===== config.mk =====
export PLATFORM = sky130hd
export DESIGN_NAME = multilevel_priority_ready_queue_top
export DESIGN_NICKNAME = d
export VERILOG_FILES = /design/src/sv/mlpq_pkg.sv /design/src/sv/multilevel_priority_ready_queue_top.sv
export SDC_FILE = /design/constraint.sdc
export NUM_CORES = 2
export LEC_CHECK = 0
export BUFFER_PORTS_ARGS = -buffer_cell sky130_fd_sc_hd__buf_4
export CAP_MARGIN = 20
export CELL_PAD_IN_SITES_DETAIL_PLACEMENT = 1
export CELL_PAD_IN_SITES_GLOBAL_PLACEMENT = 1
export CORE_ASPECT_RATIO = 2
export CORE_MARGIN = 2
export CORE_UTILIZATION = 44
export CTS_BUF_LIST = sky130_fd_sc_hd__clkbuf_2 sky130_fd_sc_hd__clkbuf_4 sky130_fd_sc_hd__clkbuf_8
export DETAILED_ROUTE_END_ITERATION = 10
export HOLD_SLACK_MARGIN = 0.1
export PLACE_DENSITY_LB_ADDON = 0.15
export REMOVE_ABC_BUFFERS = 1
export SYNTH_ARGS = -nofsm -noshare
export SYNTH_HDL_FRONTEND = slang
export SYNTH_SLANG_ARGS = --single-unit

===== constraint.sdc =====
create_clock -name aclk -period 20.5 [get_ports aclk]
set_input_delay 3.075 -clock aclk [delete_from_list [all_inputs] [get_ports aclk]]
set_output_delay 3.075 -clock aclk [all_outputs]
set_load 0.1 [all_outputs]

===== src/sv/mlpq_pkg.sv =====
// Package for the multilevel priority ready queue: request/result structs, codes, FSM states.
// No dependencies.
package mlpq_pkg;

    typedef enum logic [1:0] {
        FUNC_ENQ   = 2'd0,
        FUNC_DEQ   = 2'd1,
        FUNC_QUERY = 2'd2,
        FUNC_RSVD  = 2'd3
    } func_t;

    typedef enum logic [1:0] {
        ST_OK      = 2'd0,
        ST_EMPTY   = 2'd1,
        ST_DROPPED = 2'd2,
        ST_RSVD    = 2'd3
    } status_t;

    typedef struct packed {
        logic [1:0]  func;
        logic [2:0]  level;
        logic [15:0] task_id;
        logic [3:0]  task_priority;
    } req_t;

    typedef struct packed {
        logic [15:0] out_task_id;
        logic [3:0]  out_priority;
        logic [2:0]  placed_level;
        logic [1:0]  status;
        logic        level_empty;
    } rsp_t;

    typedef enum logic [2:0] {
        S_IDLE,
        S_ENQ,
        S_SCAN,
        S_SHIFT,
        S_DONE
    } state_t;

endpackage


===== src/sv/multilevel_priority_ready_queue_top.sv =====
// Multilevel priority ready queue: top level with entry memory and sequencer.
// Depends on mlpq_pkg.
//
// channel | dir | ports              | payload
// --------+-----+--------------------+---------------------
// request | in  | s_valid / s_ready  | s_req  (mlpq_pkg::req_t)
// result  | out | m_valid / m_ready  | m_rsp  (mlpq_pkg::rsp_t)
//
// Timing: the enqueue spill walk checks one level per cycle (counts are flops).
// Dequeue scans the level through the single memory read port, one entry per cycle,
// then shifts the tail down one entry at a time: each moved entry is read, then
// written one slot lower.
// Reset: aresetn synchronous, clears counts and control; entry memory is not cleared.
// Stalls: one request at a time; a held result blocks the next request until taken.
module multilevel_priority_ready_queue_top #(
    parameter int QUEUE_DEPTH  = 16,
    parameter int LEVEL_COUNT  = 8,
    parameter int TOP_PRIORITY = 7
) (
    input  logic            aclk,
    input  logic            aresetn,
    input  logic            s_valid,
    output logic            s_ready,
    input  mlpq_pkg::req_t  s_req,
    output logic            m_valid,
    input  logic            m_ready,
    output mlpq_pkg::rsp_t  m_rsp
);
    import mlpq_pkg::*;

    localparam int IW = (QUEUE_DEPTH > 1) ? $clog2(QUEUE_DEPTH) : 1;  // index in level
    localparam int CW = $clog2(QUEUE_DEPTH + 1);                      // count
    localparam int LW = (LEVEL_COUNT > 1) ? $clog2(LEVEL_COUNT) : 1;
    localparam int LX = LW + 1;                                       // level incl. overflow
    localparam int SLOTS = QUEUE_DEPTH * LEVEL_COUNT;
    localparam int AW = (SLOTS > 1) ? $clog2(SLOTS) : 1;
    localparam logic [3:0] TOP_P = 4'(TOP_PRIORITY);

    // entry memory {id, priority}, one write and one registered read port
    logic [19:0] mem [SLOTS];
    logic        wr_en;
    logic [AW-1:0] wr_addr, rd_addr;
    logic [19:0] wr_data, rd_data_reg;

    always_ff @(posedge aclk) begin
        if (wr_en) mem[wr_addr] <= wr_data;
        rd_data_reg <= mem[rd_addr];
    end

    logic [CW-1:0] cnt_reg [LEVEL_COUNT];

    state_t        state_reg, state_next;
    req_t          req_reg, req_next;
    logic [LX-1:0] lvl_reg, lvl_next;       // walk level during enqueue
    logic [3:0]    prio_reg, prio_next;
    logic [CW-1:0] idx_reg, idx_next;       // scan / shift position
    logic          rd_pend_reg, rd_pend_next;
    logic [IW-1:0] best_reg, best_next;
    logic [19:0]   best_dat_reg, best_dat_next;
    rsp_t          rsp_reg, rsp_next;
    logic          cnt_we;
    logic [LW-1:0] cnt_lvl;
    logic [CW-1:0] cnt_val;

    logic          lvl_ok, walk_ok;
    logic [CW-1:0] cur_cnt, walk_cnt;
    logic [AW-1:0] base;

    assign lvl_ok  = 32'(req_reg.level) < 32'(LEVEL_COUNT);
    assign cur_cnt = lvl_ok ? cnt_reg[LW'(req_reg.level)] : '0;
    assign walk_ok = 32'(lvl_reg) < 32'(LEVEL_COUNT);
    assign walk_cnt = walk_ok ? cnt_reg[lvl_reg[LW-1:0]] : '0;
    assign base    = AW'(32'(req_reg.level) * QUEUE_DEPTH);

    always_ff @(posedge aclk) begin
        if (!aresetn) begin
            state_reg <= S_IDLE;
            for (int i = 0; i < LEVEL_COUNT; i++) cnt_reg[i] <= '0;
        end else begin
            state_reg <= state_next;
            if (cnt_we) cnt_reg[cnt_lvl] <= cnt_val;
        end
        req_reg      <= req_next;
        lvl_reg      <= lvl_next;
        prio_reg     <= prio_next;
        idx_reg      <= idx_next;
        rd_pend_reg  <= rd_pend_next;
        best_reg     <= best_next;
        best_dat_reg <= best_dat_next;
        rsp_reg      <= rsp_next;
    end

    always_comb begin
        state_next    = state_reg;
        req_next      = req_reg;
        lvl_next      = lvl_reg;
        prio_next     = prio_reg;
        idx_next      = idx_reg;
        rd_pend_next  = rd_pend_reg;
        best_next     = best_reg;
        best_dat_next = best_dat_reg;
        rsp_next      = rsp_reg;
        wr_en   = 1'b0;
        wr_addr = '0;
        wr_data = '0;
        rd_addr = base + AW'(idx_reg[IW-1:0]);
        cnt_we  = 1'b0;
        cnt_lvl = '0;
        cnt_val = '0;
        s_ready = 1'b0;
        m_valid = 1'b0;
        unique case (state_reg)
            S_IDLE: begin
                s_ready = 1'b1;
                if (s_valid) begin
                    req_next  = s_req;
                    lvl_next  = LX'(s_req.level);
                    prio_next = s_req.task_priority;
                    idx_next  = '0;
                    rd_pend_next = 1'b0;
                    best_next = '0;
                    unique case (func_t'(s_req.func))
                        FUNC_ENQ: state_next = S_ENQ;
                        FUNC_DEQ: state_next = S_SCAN;
                        default: begin
                            rsp_next = '0;
                            rsp_next.placed_level = s_req.level;
                            state_next = S_DONE;
                        end
                    endcase
                end
            end
            S_ENQ: begin
                // one level per cycle
                rsp_next = '0;
                if (!walk_ok) begin
                    rsp_next.status = ST_DROPPED;
                    state_next = S_DONE;
                end else if (32'(walk_cnt) >= QUEUE_DEPTH) begin
                    if (prio_reg < TOP_P) begin
                        prio_next = prio_reg + 4'd1;
                        lvl_next  = lvl_reg + LX'(1);
                    end else begin
                        rsp_next.status = ST_DROPPED;
                        state_next = S_DONE;
                    end
                end else if (prio_reg <= TOP_P) begin
                    wr_en   = 1'b1;
                    wr_addr = AW'(32'(lvl_reg) * QUEUE_DEPTH) + AW'(walk_cnt);
                    wr_data = {req_reg.task_id, prio_reg};
                    cnt_we  = 1'b1;
                    cnt_lvl = lvl_reg[LW-1:0];
                    cnt_val = walk_cnt + CW'(1);
                    rsp_next.out_priority = prio_reg;
                    rsp_next.placed_level = 3'(lvl_reg);
                    state_next = S_DONE;
                end else begin
                    rsp_next.status = ST_DROPPED;
                    state_next = S_DONE;
                end
            end
            S_SCAN: begin
                // idx_reg = address issued this cycle; rd_pend: data of idx-1 valid
                if (rd_pend_reg) begin
                    if (idx_reg == CW'(1) || best_dat_reg[3:0] < rd_data_reg[3:0]) begin
                        best_next     = IW'(idx_reg - CW'(1));
                        best_dat_next = rd_data_reg;
                    end
                end
                if (cur_cnt == '0) begin
                    rsp_next = '0;
                    rsp_next.placed_level = req_reg.level;
                    rsp_next.status = ST_EMPTY;
                    state_next = S_DONE;
                end else if (idx_reg == cur_cnt) begin
                    idx_next = CW'(best_next) + CW'(1);
                    rd_pend_next = 1'b0;
                    state_next = S_SHIFT;
                end else begin
                    idx_next = idx_reg + CW'(1);
                    rd_pend_next = 1'b1;
                end
            end
            S_SHIFT: begin
                // read entry idx, then write it to idx-1
                if (idx_reg >= cur_cnt) begin
                    cnt_we  = 1'b1;
                    cnt_lvl = LW'(req_reg.level);
                    cnt_val = cur_cnt - CW'(1);
                    rsp_next = '0;
                    rsp_next.out_task_id  = best_dat_reg[19:4];
                    rsp_next.out_priority = best_dat_reg[3:0];
                    rsp_next.placed_level = req_reg.level;
                    rsp_next.level_empty  = (cur_cnt == CW'(1));
                    state_next = S_DONE;
                end else if (!rd_pend_reg) begin
                    rd_pend_next = 1'b1;
                end else begin
                    wr_en   = 1'b1;
                    wr_addr = base + AW'(idx_reg - CW'(1));
                    wr_data = rd_data_reg;
                    idx_next = idx_reg + CW'(1);
                    rd_pend_next = 1'b0;
                end
            end
            S_DONE: begin
                m_valid = 1'b1;
                if (m_ready) state_next = S_IDLE;
            end
            default: state_next = S_IDLE;
        endcase
    end

    // level_empty reflects counts after the operation (counts settled by S_DONE)
    always_comb begin
        m_rsp = rsp_reg;
        m_rsp.level_empty = (cur_cnt == '0);
    end

    // result and request never both offered
    a_excl: assert property (@(posedge aclk) disable iff (!aresetn)
        !(s_ready && m_valid)) else $error("ready and valid together");
    // a level count never exceeds the depth
    a_cnt: assert property (@(posedge aclk) disable iff (!aresetn)
        cnt_we |-> 32'(cnt_val) <= QUEUE_DEPTH) else $error("count overflow");
    // dropped enqueue reports zero fields
    a_drop: assert property (@(posedge aclk) disable iff (!aresetn)
        (m_valid && m_rsp.status == ST_DROPPED) |-> (m_rsp.out_priority == '0
        && m_rsp.placed_level == '0)) else $error("dropped fields nonzero");
    // result stays valid while stalled
    a_hold: assert property (@(posedge aclk) disable iff (!aresetn)
        (m_valid && !m_ready) |=> m_valid) else $error("result lost");

endmodule


==> out/results.ini <==
[global_routing]
antenna_found_initial = 18
grt.total_usage_pct = 26.63
grt_pass1_wl_mm = 448.7
grt_max_degree = 106
grt_overflow = 0
grt_pass1_vias = 56078

[cts]
cts.repair.resized = 0
numCtsBuffers = 375
numClockSinks = 2711
cts_buffer_depth = 4
cts_tree = yes
cts_hold_buf = 0
clock_latency_ns = 1.03
cts_max_level = 5
cts_root_buf = clkbuf_8
clk_pin_slew_worst_paths_ns = 0.07
cts_setup_buffers = 0

[logic_synthesis]
synth_edf_count = 2682
syn_inst = 4826
ys_top_cells_by_area = edfxtp_1, mux4_2, mux2i_1, nor2_1, dfxtp_1
synth_common_cells = edfxtp_1, mux4_2, nor2_1, mux2i_1, nand2_1
synth-seq-cells = 2711
synth_top_area_share_pct = 76.31
yosysWarnings = 0
postSynth.topFlopCell = edfxtp_1
synth.avg_cell_area_um2 = 21.87
synthArstFlopShare_pct = 0
synth_area_um2 = 105500
synth_seq_area_share_pct = 76.86
synth_cell_types = 75
synth_most_common_cell = edfxtp_1
synth_top_cell_by_area = edfxtp_1

[power_and_ir_drop]
powerDensity_nw_per_um2 = 104.9
netSwitchingPower_w = 0.003440
combPwrFrac_pct = 15.5
switching_share_pct = 27.65
power_frac_clock_pct = 34.8
ir_drop_mv = 0.06053
power_frac_seq_pct = 49.7
power_leakage_nw = 32.79
p_int_w = 0.009000

[sta]
tightest_slew_ns = 1.191
setup_slack_ns = 13.50
final.setup.tns_ns = 0
clock.fmax_mhz = 142.8
clock_skew_ns = 0.1030
setup_viol = 0
hold_slack_ns = 0.4669
period_share_pct = 34.16
finalMaxSlewViolations = 0
slew_headroom_pct = 18.31
fin_crit_ns = 7.003
rsz0062_at_grt = no
hold_viol_final = 0

[setup_path]
cp_max_fo = 10
setup.worst_path.class = reg2out
crit_required_ns = 17.43
regToRegSetupSlack_ns = 13.98
crit_arrival_ns = 3.93
endpoint_kind = output port
startpoint_type = flop

[placed_design]
pre_cts_ws_ns = 14.00
dpl-instance-area_um2 = 110900
gp_congestion = 0.8523
dp_hpwl_mm = 203.2
port_buffers = 56

[detailed_routing]
drt_iter0_drc = 5409
via_per_inst = 5.998
drtAntennaViolNets = 0
drc = 0
routedWlPerCell_um = 36.82
dr.pass1.iters = 5
routed_wl_mm = 322.6
vias = 52545

[die]
die_h_um = 696.6
num_rows = 254
initial_utilization_pct = 44.16
core_area_um2 = 239000
ios = 57
fp.dieW_um = 350.3
die_area_um2 = 244000

[run_status]
status = finished, final reports clean

[final_layout]
design_area_um2 = 118600
nNetsFinal = 5287
area_growth_pct = 12.37
drive_gt1_share_pct = 32.59
largest_reg_flops = 2560

[hold_path]
hold_path_class = reg2reg

[flow_run]
maxCapViolCount = 0

==> worst paths after layout <==
check,start,endpoint,depth (start not counted)
setup / recovery,flop,m_rsp[0],6
hold / removal,rd_data_reg[11],best_dat_reg[11],0
setup reg to reg,flop,mem[22][8],11
hold reg to reg,rd_data_reg[11],best_dat_reg[11],0
==> power groups by stage <==
stage | Combinational [W] | Clock, W | Sequential, W
2_1_floorplan | 0.00173 | 0 | 0.00656
3_3_place_gp | 0.00193 | 0 | 0.00630
3_5_place_dp | 0.00195 | 0 | 0.00630
4_1_cts | 0.00195 | 0.00441 | 0.00618
5_1_grt | 0.00200 | 0.00461 | 0.00618
6_report | 0.00193 | 0.00433 | 0.00618
==> cell usage in the layout, fill, tap and decap left out, drive strengths merged, types with 26 or more instances in the layout <==
master / instances
a22oi: 67
clkbuf: 485
mux2: 50
mux2i: 142
o21ai: 36
a21oi: 67
buf: 297
o221ai: 26
a22o: 31
nand3: 34
edfxtp: 2682
nor2: 235
clkinv: 150
mux4: 671
inv: 27
nand2: 140
o22ai: 53
a221oi: 27
dfxtp: 29
==> through the flow <==
stage | utilization, % | power, W | instances
after floorplan | - | 0.008289 | 4564
after detailed placement | 46.42 | 0.008250 | 8058
after CTS | 49.57 | 0.01254 | 8736
after global placement | 46.35 | 0.008234 | 8050
final | 49.63 | 0.01244 | 8760
after global routing | 49.62 | 0.01279 | 8758
==> routing by layer <==
layer / vias up / global-route usage [%] / wire (µm)
met3: 531 / 3.813 / 17780
li1: 21224 / - / -
met1: 28885 / 30.86 / 113500
met4: 4 / 12.40 / 17070
met2: 1901 / 48.43 / 174200
met5: - / 0 / 26
==> cell type report <==
cell class / instances / area [µm²]
tap: 3200 / 4004
fill: 21313 / 120400
inverter: 19 / 73.82
clock buffer: 485 / 6062
clock inverter: 193 / 1484
timing repair buffer: 297 / 2410
multi-input combinational: 1834 / 23390
sequential: 2711 / 81120
antenna: 21 / 52.55
==> critical path, stage by stage (launching register included) <==
cell and delay, ns:
dfxtp_1 0.79, mux4_2 0.59, mux2i_1 0.44, ha_1 0.30, nand2_1 0.08, nor2_2 0.36, buf_4 0.37
==> cells by family (layout without fill, tap and decap cells) <==
kind of cell    after synthesis  count (layout)  share of synthesized area, %
other cells                   0              21                             0
buf+inv                     281             994                         1.534
mux                         863             863                         16.21
fa+ha+maj                    20              20                        0.2442
flops                      2711            2711                         76.86
simple gates                529             529                         2.223
xor+xnor                     19              19                        0.1648
compound gates              403             403                         2.760
(Power assumes the default switching activity.)
